==> src/rtl/dfd_pkg.sv <==
// shared constants, types and helpers of the datagram field deframer
package dfd_pkg;

    localparam int REQ_ID_BYTES = 68;
    localparam int CNT_W        = 7;
    localparam int PHASE_W      = 4;
    localparam int CODE_W       = 3;
    localparam int VALUE_W      = 64;
    localparam int LEN_W        = 32;
    localparam int BYTE_W       = 8;

    localparam logic [PHASE_W-1:0] PH_START  = 4'd0;
    localparam logic [PHASE_W-1:0] PH_TYPE   = 4'd1;
    localparam logic [PHASE_W-1:0] PH_TERM   = 4'd2;
    localparam logic [PHASE_W-1:0] PH_REQ    = 4'd3;
    localparam logic [PHASE_W-1:0] PH_TIME   = 4'd4;
    localparam logic [PHASE_W-1:0] PH_LEN    = 4'd5;
    localparam logic [PHASE_W-1:0] PH_PREFIX = 4'd6;
    localparam logic [PHASE_W-1:0] PH_BODY   = 4'd7;
    localparam logic [PHASE_W-1:0] PH_END    = 4'd8;

    localparam logic [CODE_W-1:0] FC_START = 3'd0;
    localparam logic [CODE_W-1:0] FC_TYPE  = 3'd1;
    localparam logic [CODE_W-1:0] FC_TERM  = 3'd2;
    localparam logic [CODE_W-1:0] FC_REQ   = 3'd3;
    localparam logic [CODE_W-1:0] FC_TIME  = 3'd4;
    localparam logic [CODE_W-1:0] FC_LEN   = 3'd5;
    localparam logic [CODE_W-1:0] FC_BODY  = 3'd6;
    localparam logic [CODE_W-1:0] FC_END   = 3'd7;

    typedef struct packed {
        logic               valid;
        logic [CODE_W-1:0]  code;
        logic [VALUE_W-1:0] value;
        logic               done;
    } t_result;

    function automatic logic [CNT_W-1:0] scalar_bytes(input logic [PHASE_W-1:0] phase);
        logic [CNT_W-1:0] n;
        unique case (phase)
            PH_TYPE:             n = 7'd1;
            PH_TERM, PH_TIME:    n = 7'd8;
            PH_LEN, PH_PREFIX:   n = 7'd4;
            default:             n = 7'd2;
        endcase
        return n;
    endfunction

endpackage

==> src/rtl/datagram_field_deframer.sv <==
// top level of the datagram field deframer
//
//  channel | direction | handshake                 | payload
//  in      | input     | i_in_valid / o_in_ready   | i_data_byte, i_abort_frame
//  out     | output    | o_out_valid / i_out_ready | o_field_code, o_field_value, o_frame_done
//
// one byte accepted per cycle unless the output stalls; its result is output the next cycle
// the per-byte path is a phase/count update and a 64-bit shift into the accumulator
// reset (synchronous, active low) returns to the start mark with counters cleared
// a stalled output holds; input is taken while the result register is empty or draining
module datagram_field_deframer
    import dfd_pkg::*;
(
    input  logic               i_clk,
    input  logic               i_rst_n,
    input  logic               i_in_valid,
    output logic               o_in_ready,
    input  logic [BYTE_W-1:0]  i_data_byte,
    input  logic               i_abort_frame,
    output logic               o_out_valid,
    input  logic               i_out_ready,
    output logic [CODE_W-1:0]  o_field_code,
    output logic [VALUE_W-1:0] o_field_value,
    output logic               o_frame_done
);

    logic    take;
    t_result result;

    assign take = i_in_valid && o_in_ready;

    dfd_core u_core (
        .i_clk         (i_clk),
        .i_rst_n       (i_rst_n),
        .i_take        (take),
        .i_data_byte   (i_data_byte),
        .i_abort_frame (i_abort_frame),
        .o_result      (result)
    );

    dfd_out_reg u_out (
        .i_clk    (i_clk),
        .i_rst_n  (i_rst_n),
        .i_load   (take),
        .i_result (result),
        .i_ready  (i_out_ready),
        .o_free   (o_in_ready),
        .o_valid  (o_out_valid),
        .o_code   (o_field_code),
        .o_value  (o_field_value),
        .o_done   (o_frame_done)
    );

    a_done_on_end: assert property (@(posedge i_clk) disable iff (!i_rst_n)
        o_out_valid && o_frame_done |-> o_field_code == FC_END)
        else $error("frame done on a result that is not the end mark");

    a_abort_silent: assert property (@(posedge i_clk) disable iff (!i_rst_n)
        take && i_abort_frame |=> !o_out_valid)
        else $error("abort produced a result");

    a_byte_width: assert property (@(posedge i_clk) disable iff (!i_rst_n)
        o_out_valid && (o_field_code == FC_REQ || o_field_code == FC_BODY
                        || o_field_code == FC_TYPE)
        |-> o_field_value[VALUE_W-1:BYTE_W] == '0)
        else $error("single-byte field wider than a byte");

    a_len_width: assert property (@(posedge i_clk) disable iff (!i_rst_n)
        o_out_valid && o_field_code == FC_LEN |-> o_field_value[VALUE_W-1:LEN_W] == '0)
        else $error("body length wider than 32 bits");

endmodule

==> src/rtl/dfd_core.sv <==
// field phase tracking, big-endian assembly and result decode per byte
module dfd_core
    import dfd_pkg::*;
(
    input  logic              i_clk,
    input  logic              i_rst_n,
    input  logic              i_take,
    input  logic [BYTE_W-1:0] i_data_byte,
    input  logic              i_abort_frame,
    output t_result           o_result
);

    logic [PHASE_W-1:0] r_phase, n_phase;
    logic [CNT_W-1:0]   r_cnt, n_cnt;
    logic [VALUE_W-1:0] r_acc, n_acc;
    logic [LEN_W-1:0]   r_remain, n_remain;

    logic [PHASE_W-1:0] cur_phase;
    logic [CNT_W-1:0]   cur_cnt, cnt_inc;
    logic [VALUE_W-1:0] cur_acc, acc_shift;
    logic [LEN_W-1:0]   remain_dec;
    t_result            res;

    always_comb begin
        n_phase  = r_phase;
        n_cnt    = r_cnt;
        n_acc    = r_acc;
        n_remain = r_remain;
        res      = '0;

        // meaningless phase codes restart at the start mark
        if (r_phase > PH_END) begin
            cur_phase = PH_START;
            cur_cnt   = '0;
            cur_acc   = '0;
        end else begin
            cur_phase = r_phase;
            cur_cnt   = r_cnt;
            cur_acc   = r_acc;
        end
        cnt_inc    = cur_cnt + 7'd1;
        acc_shift  = {cur_acc[VALUE_W-BYTE_W-1:0], i_data_byte};
        remain_dec = r_remain - 32'd1;

        if (i_abort_frame) begin
            n_phase  = PH_START;
            n_cnt    = '0;
            n_acc    = '0;
            n_remain = '0;
        end else if (cur_phase == PH_REQ) begin
            res.valid = 1'b1;
            res.code  = FC_REQ;
            res.value = {{(VALUE_W-BYTE_W){1'b0}}, i_data_byte};
            n_acc     = cur_acc;
            if (cnt_inc >= CNT_W'(REQ_ID_BYTES)) begin
                n_phase = PH_TIME;
                n_cnt   = '0;
            end else begin
                n_phase = cur_phase;
                n_cnt   = cnt_inc;
            end
        end else if (cur_phase == PH_BODY) begin
            res.valid = 1'b1;
            res.code  = FC_BODY;
            res.value = {{(VALUE_W-BYTE_W){1'b0}}, i_data_byte};
            n_cnt     = cur_cnt;
            n_acc     = cur_acc;
            n_remain  = remain_dec;
            n_phase   = (remain_dec == '0) ? PH_END : PH_BODY;
        end else if (cnt_inc < scalar_bytes(cur_phase)) begin
            n_phase = cur_phase;
            n_cnt   = cnt_inc;
            n_acc   = acc_shift;
        end else begin
            n_cnt     = '0;
            n_acc     = '0;
            res.value = acc_shift;
            unique case (cur_phase)
                PH_START: begin
                    n_phase   = PH_TYPE;
                    res.valid = 1'b1;
                    res.code  = FC_START;
                end
                PH_TYPE: begin
                    n_phase   = PH_TERM;
                    res.valid = 1'b1;
                    res.code  = FC_TYPE;
                end
                PH_TERM: begin
                    n_phase   = PH_REQ;
                    res.valid = 1'b1;
                    res.code  = FC_TERM;
                end
                PH_TIME: begin
                    n_phase   = PH_LEN;
                    res.valid = 1'b1;
                    res.code  = FC_TIME;
                end
                PH_LEN: begin
                    n_phase   = PH_PREFIX;
                    n_remain  = acc_shift[LEN_W-1:0];
                    res.valid = 1'b1;
                    res.code  = FC_LEN;
                    res.value = {{(VALUE_W-LEN_W){1'b0}}, acc_shift[LEN_W-1:0]};
                end
                PH_PREFIX: begin
                    n_phase = (r_remain != '0) ? PH_BODY : PH_END;
                end
                default: begin
                    n_phase   = PH_START;
                    res.valid = 1'b1;
                    res.code  = FC_END;
                    res.done  = 1'b1;
                end
            endcase
        end
    end

    always_ff @(posedge i_clk) begin
        if (!i_rst_n) begin
            r_phase  <= PH_START;
            r_cnt    <= '0;
            r_acc    <= '0;
            r_remain <= '0;
        end else if (i_take) begin
            r_phase  <= n_phase;
            r_cnt    <= n_cnt;
            r_acc    <= n_acc;
            r_remain <= n_remain;
        end
    end

    assign o_result = res;

endmodule

==> src/rtl/dfd_out_reg.sv <==
// result register with valid/ready toward the consumer
module dfd_out_reg
    import dfd_pkg::*;
(
    input  logic               i_clk,
    input  logic               i_rst_n,
    input  logic               i_load,
    input  t_result            i_result,
    input  logic               i_ready,
    output logic               o_free,
    output logic               o_valid,
    output logic [CODE_W-1:0]  o_code,
    output logic [VALUE_W-1:0] o_value,
    output logic               o_done
);

    logic               r_valid;
    logic [CODE_W-1:0]  r_code;
    logic [VALUE_W-1:0] r_value;
    logic               r_done;

    always_ff @(posedge i_clk) begin
        if (!i_rst_n) begin
            r_valid <= 1'b0;
        end else if (i_load) begin
            r_valid <= i_result.valid;
        end else if (i_ready) begin
            r_valid <= 1'b0;
        end
    end

    always_ff @(posedge i_clk) begin
        if (i_load && i_result.valid) begin
            r_code  <= i_result.code;
            r_value <= i_result.value;
            r_done  <= i_result.done;
        end
    end

    assign o_free  = !r_valid || i_ready;
    assign o_valid = r_valid;
    assign o_code  = r_code;
    assign o_value = r_value;
    assign o_done  = r_done;

endmodule

==> config.mk <==
export PLATFORM = sky130hd
export DESIGN_NAME = datagram_field_deframer
export DESIGN_NICKNAME = d
export VERILOG_FILES = /design/src/rtl/dfd_pkg.sv /design/src/rtl/datagram_field_deframer.sv /design/src/rtl/dfd_core.sv /design/src/rtl/dfd_out_reg.sv
export SDC_FILE = /design/constraint.sdc
export NUM_CORES = 1
export LEC_CHECK = 0
export BUFFER_PORTS_ARGS = -buffer_cell sky130_fd_sc_hd__clkbuf_2
export CORE_ASPECT_RATIO = 0.8
export CORE_MARGIN = 3
export CORE_UTILIZATION = 26
export DETAILED_ROUTE_END_ITERATION = 16
export MAX_ROUTING_LAYER = met4
export RECOVER_POWER = 50
export SLEW_MARGIN = 20
export SYNTH_ARGS = -nofsm -noshare
export SYNTH_HDL_FRONTEND = slang
export SYNTH_SLANG_ARGS = --single-unit
==> constraint.sdc <==
create_clock -name i_clk -period 19.8 [get_ports i_clk]
set_input_delay 3.96 -clock i_clk [delete_from_list [all_inputs] [get_ports i_clk]]
set_output_delay 3.96 -clock i_clk [all_outputs]
set_load 0.05 [all_outputs]
==> results of run 1 <==
==> cell families after synthesis <==
kind of cell             Yosys count  synth area share
adder cells (fa/ha/maj)            7            0.0109
XOR/XNOR                          19            0.0208
multiplexers                       3           0.00438
AO/OA/AOI/OAI                    199             0.179
flip-flops                       168             0.506
AND/OR/NAND/NOR                  349             0.235
buffers and inverters             70            0.0443
==> synthesized netlist by cell type (4+ instances only) <==
library cell,number,area [um^2]
edfxtp_1,68,2040
inv_1,6,22.5
xor2_1,12,105
o21ai_0,31,155
nand3_1,9,45.0
o211ai_1,5,37.5
xnor2_1,7,61.3
nor4_1,9,56.3
nor2_1,112,420
dfxtp_1,100,2000
nor3_2,10,100
nor3_1,27,135
ha_1,7,87.6
a22oi_1,60,450
clkbuf_1,31,116
buf_2,16,80.1
and2_1,71,444
o21a_1,9,67.6
a21boi_0,4,30.0
and3_1,5,31.3
a221oi_1,10,87.6
nand2_1,49,184
buf_6,7,78.8
buf_4,4,30.0
nor4b_1,4,35.0
a22o_1,4,35.0
a32o_1,4,40.0
a21oi_1,33,165
a211oi_1,6,45.0
a21o_1,4,30.0
nand4_1,6,37.5
or3_1,12,75.1
nand2b_1,6,37.5
==> where the power goes <==
group | total, W | leakage (nW) | internal, W | switching [W]
Sequential | 0.000420 | 1.45 | 0.000397 | 0.0000235
Combinational | 0.000311 | 1.34 | 0.0000750 | 0.000236
Clock | 0.000355 | 0.306 | 0.000204 | 0.000151
==> worst reg2reg max path: cells and delay by family (launching register included) <==
family / cells / cell delay, ps
simple gates: 3 / 960
compound gates: 7 / 2900
fa+ha+maj: 2 / 530
flops: 1 / 810
buf+inv: 1 / 850
==> per-layer routing <==
metal	GRT usage	vias to the layer above	routed length, um
met3	0.0274	20	1060
met5	-	-	0
met2	0.189	184	9080
met1	0.197	3087	10900
met4	0.0293	0	280
li1	-	3056	-
==> through the flow <==
stage | instance area, um^2 | power (W) | std cells | hold WS [ps] | setup WS (ps)
after global placement | 8670 | 0.000743 | 1246 | 471 | 11370
final | 9170 | 0.00109 | 1278 | 498 | 11370
after global routing | 9170 | 0.00114 | 1278 | 514 | 11160
after detailed placement | 8670 | 0.000746 | 1246 | 481 | 11360
after CTS | 9300 | 0.00110 | 1278 | 490 | 11360
after floorplan | 8000 | 0.000678 | 815 | 454 | 9390
==> worst paths after layout <==
kind	slack, ps	from	endpoint
max reg2reg	13350	u_core.r_phase[1]$_SDFFE_PN0P_	u_out.o_code[0]$_SDFFCE_PP0P_
max	11370	i_out_ready	o_in_ready
min reg2reg	500	u_core.r_remain[29]$_SDFFE_PN0P_	u_core.r_remain[29]$_SDFFE_PN0P_
min	500	u_core.r_remain[29]$_SDFFE_PN0P_	u_core.r_remain[29]$_SDFFE_PN0P_
==> registers in the layout, indices dropped and copies added, names as in the netlist <==
register and cells:
u_out.o_value 64, u_core.r_acc 56, u_core.r_remain 32, u_core.r_cnt 7, u_core.r_phase 4, u_out.o_code 3, u_out.o_done 1, u_out.o_valid 1
==> cell type report <==
| class | instances | area, um^2 |
|---|---|---|
| flip-flops and latches | 168 | 4040 |
| clock inverters | 15 | 201 |
| inverters | 7 | 26.3 |
| multi-input cells | 577 | 3600 |
| repair buffers | 88 | 360 |
| well taps | 406 | 508 |
| fillers | 3116 | 20600 |
| clock buffers | 17 | 425 |
==> placed cells by master (no fill, tap or decap), types with 28 or more instances in the layout <==
cell and instances:
o21ai_0 31, nor2_1 112, and2_1 64, clkbuf_1 72, nor3_1 28, a22oi_1 60, a21oi_1 33, edfxtp_1 68
nand2_1 49, dfxtp_1 100
==> impl_metrics.py, run 1 <==
metrics = {
    "job": {
        "cap_violations": 4,
    },
    "sta": {
        "finalHoldViolCount": 0,
        "setup_tns_ps": 0,
        "rsz0062_at_grt": "no",
        "setup_viol": 0,
        "finClkSkew_ps": 10.1,
        "slew_viol_final": 101,
        "worstMarginPinSlew_ps": 3160,
        "fmax_mhz": 119,
        "slew_headroom": -1.12,
        "fin_crit_sh": 0.426,
        "min_period_ps": 8430,
    },
    "critical_path": {
        "end_kind": "output port",
        "slowest_delay_ps": 290,
        "crit_arrival_ps": 4470,
        "path_buf_inv": 2,
        "critPathMaxFanout": 4,
        "cp_top_family": "buffers and inverters",
        "crit_type": "in -> out",
        "critical_path.cell_chain": "clkbuf_2 > nand2b_1 > clkbuf_2",
        "cp_slowest_cell": "clkbuf_2",
        "critPathLaunchType": "input pin",
        "required_ps": 15840,
        "cp_common_cell": "clkbuf_2",
        "reg2regPathDepth": 13,
        "cp_num_cells": 3,
    },
    "detailed_routing": {
        "num_vias": 6347,
        "wire_per_inst_um": 16.7,
        "via_per_inst": 4.97,
        "firstDrtPassIters": 5,
        "drt_iter0_markers": 609,
        "finalWirelength_um": 21300,
        "drc": 0,
        "ant_nets": 0,
    },
    "worst_hold_path": {
        "min_path_cells": 2,
        "min_path_type": "reg -> reg",
    },
    "clock_tree": {
        "cts-resized-gates": 0,
        "numCtsBuffers": 17,
        "cts_post_setup_buffers_inserted": 0,
        "clk_pin_slew_worst_paths_ps": 60,
        "cts_tree": "yes",
        "insertion_delay_ps": 430,
        "ctsLongestPathBuffers": 2,
        "cts-root-buf": "clkbuf_16",
        "clock-sinks": 168,
        "hold_buffers": 0,
        "htreeDepth": 4,
    },
    "global_routing": {
        "grt_max_degree": 92,
        "overflow": 0,
        "grt_pass1_wl_um": 34200,
        "antenna_found_initial": 0,
        "grtUsageTotal": 0.134,
        "grt_pass1_vias": 5930,
    },
    "cells_and_area": {
        "utilization": 0.308,
        "nNetsFinal": 879,
        "num_antenna_cells": 0,
        "area_growth_pct": 14.6,
        "layout-drive-gt1-share": 0.0872,
    },
    "floorplan": {
        "die_h_um": 163,
        "rows": 56,
        "io-pin-count": 83,
        "die_area_um2": 32900,
        "die_w_um": 202,
        "core_um2": 29800,
        "start_util": 0.269,
    },
    "synth": {
        "ys_types": 77,
        "async_flop_share": 0,
        "synth_ff_type": "dfxtp_1",
        "ys_seq_area_frac": 0.506,
        "yosysWarnings": 0,
        "netlist_area_um2": 8000,
        "synthCells": 815,
        "synth_edf_count": 68,
        "synth-seq-cells": 168,
        "synthesis.nets": 835,
        "synth_area_per_cell_um2": 9.81,
    },
    "pwr": {
        "power.density_nw_per_um2": 118,
        "p_leak_nw": 3.10,
        "peakVddDrop_mv": 0.0604,
    },
    "outcome": {
        "violations": "max-capacitance violations, max-slew violations",
        "status": "complete, but fails checks",
    },
    "placed_design": {
        "place_hpwl_um": 14300,
        "port_buffers": 82,
        "place.gp.congestion": 0.864,
    },
}
Note: power is estimated with default switching activity, not from simulation.
==> inputs of run 2 (changes only) <==
==> constraint.sdc (replaced) <==
create_clock -name i_clk -period 8.8 [get_ports i_clk]
set_input_delay 1.76 -clock i_clk [delete_from_list [all_inputs] [get_ports i_clk]]
set_output_delay 1.76 -clock i_clk [all_outputs]
set_load 0.05 [all_outputs]
==> run 2 against run 1 <==
Against the previous run: the flow still finishes with violations (max-capacitance violations, max-slew violations); sequential share of layout area about the same; final area is essentially flat; utilization barely moved; wire length grew 0.27%; clock skew hardly changed; register-to-register slack worse by 10000 ps; total power rose by 120%; hold slack got worse by 2.5 ps.
==> impl_metrics.py, run 2 (synthesis results as in run 1) <==
metrics = {
    "outcome": {
        "status": "complete, but fails checks",
        "violations": "max-capacitance violations, max-slew violations",
    },
    "worst_hold_path": {
        "min_path_type": "reg -> reg",
    },
    "cells_and_area": {
        "finalInstanceArea_um2": 9170,
        "final_cell_mix": "112 x nor2_1, 100 x dfxtp_1, 76 x clkbuf_1, 68 x edfxtp_1, 60 x a22oi_1",
        "nNetsFinal": 880,
        "register_area_um2": 4040,
        "multi_input_area_um2": 3620,
        "layout-drive-gt1-share": 0.0859,
        "fillers": 3153,
        "num_antenna_cells": 0,
        "area_growth_pct": 14.7,
        "final_common_cell": "nor2_1",
        "largest_reg_flops": 64,
    },
    "clock_tree": {
        "cts_post_setup_buffers_inserted": 0,
        "numCtsBuffers": 17,
        "ctsLongestPathBuffers": 2,
        "htreeDepth": 4,
        "clock-sinks": 168,
        "cts_tree": "yes",
        "clk_pin_slew_worst_paths_ps": 70,
        "insertion_delay_ps": 430,
        "cts-resized-gates": 0,
        "cts-root-buf": "clkbuf_16",
        "hold_buffers": 0,
    },
    "pwr": {
        "power_frac_comb": 0.288,
        "internal_power_w": 0.00151,
        "switching_share": 0.376,
        "clkPwrFrac": 0.321,
        "switching_power_w": 0.000910,
        "seqPwrFrac": 0.391,
        "p_leak_nw": 3.08,
        "power.density_nw_per_um2": 264,
        "peakVddDrop_mv": 0.152,
    },
    "critical_path": {
        "end_kind": "register",
        "critPathLaunchType": "input pin",
        "required_ps": 9130,
        "crit_type": "in -> reg",
        "crit_arrival_ps": 6140,
        "critPathMaxFanout": 70,
    },
    "detailed_routing": {
        "firstDrtPassIters": 5,
        "drc": 0,
        "finalWirelength_um": 21400,
        "num_vias": 6379,
        "ant_nets": 0,
        "drt_iter0_markers": 594,
        "via_per_inst": 4.99,
        "wire_per_inst_um": 16.7,
    },
    "floorplan": {
        "start_util": 0.269,
        "rows": 56,
        "die_h_um": 163,
        "die_w_um": 202,
        "core_um2": 29800,
        "die_area_um2": 32900,
        "io-pin-count": 83,
    },
    "global_routing": {
        "grt_pass1_vias": 5830,
        "overflow": 0,
        "grtUsageTotal": 0.132,
        "grt_pass1_wl_um": 33800,
        "grt_max_degree": 71,
        "antenna_found_initial": 0,
    },
    "sta": {
        "min_period_ps": 5810,
        "slew_headroom": -1.31,
        "rsz0062_at_grt": "no",
        "fin_crit_sh": 0.660,
        "slew_viol_final": 159,
        "worstMarginPinSlew_ps": 3470,
        "finalHoldViolCount": 0,
        "finClkSkew_ps": 9.79,
        "setup_viol": 0,
        "setup_tns_ps": 0,
        "fmax_mhz": 172,
    },
    "placed_design": {
        "postPlaceCellArea_um2": 8670,
        "port_buffers": 82,
        "place.gp.congestion": 0.879,
        "place_hpwl_um": 14500,
    },
    "job": {
        "cap_violations": 3,
    },
}
run 2: power by group through the flow:
stage	clock network (W)	registers [W]	logic [W]
floorplan	0	0.00110	0.000421
global placement	0	0.000963	0.000712
detailed placement	0	0.000963	0.000717
CTS	0.000793	0.000946	0.000719
global route	0.000822	0.000953	0.000765
finish	0.000776	0.000945	0.000697
run 2: cell type report:
class,instances,area share
clock inverters,11,0.0147
multi-input cells,577,0.395
inverters,7,0.00286
clock buffers,21,0.0513
flip-flops and latches,168,0.441
well taps,406,0.0554
repair buffers,89,0.0400
run 2: critical path, stage by stage:
cell and delay [ps]:
clkbuf_1 300, inv_1 640, clkbuf_1 2490, nor2_1 480
a22o_1 410
run 2: per-stage QoR:
stage	hold WS [ps]	worst slack [ps]	util	cells	total power [W]
2_1_floorplan	454	589	-	815	0.00153
3_3_place_gp	471	4110	0.291	1246	0.00168
3_5_place_dp	483	4010	0.291	1246	0.00168
4_1_cts	493	4010	0.312	1278	0.00246
5_1_grt	515	2510	0.308	1279	0.00254
6_report	496	2990	0.308	1279	0.00242
run 2: per-layer routing:
| layer | global-route usage | vias to the layer above | share of wire |
|---|---|---|---|
| met2 | 0.184 | 208 | 0.42 |
| met3 | 0.0300 | 19 | 0.058 |
| met4 | 0.0223 | 0 | 0.0085 |
| met5 | - | - | 0 |
| li1 | - | 3067 | - |
| met1 | 0.197 | 3085 | 0.51 |
run 2: path summary, 6_finish.rpt:
kind / start / endpoint / slack, ps / cells past startpoint
worst min-delay path: u_core.r_remain[25]$_SDFFE_PN0P_ / u_core.r_remain[25]$_SDFFE_PN0P_ / 500 / 2
worst max-delay path: i_rst_n / u_core.r_cnt[2]$_SDFFE_PN0P_ / 2990 / 5
worst max register to register: u_core.r_phase[1]$_SDFFE_PN0P_ / u_core.r_acc[53]$_SDFFE_PN0P_ / 3240 / 14
worst min register to register: u_core.r_remain[25]$_SDFFE_PN0P_ / u_core.r_remain[25]$_SDFFE_PN0P_ / 500 / 2
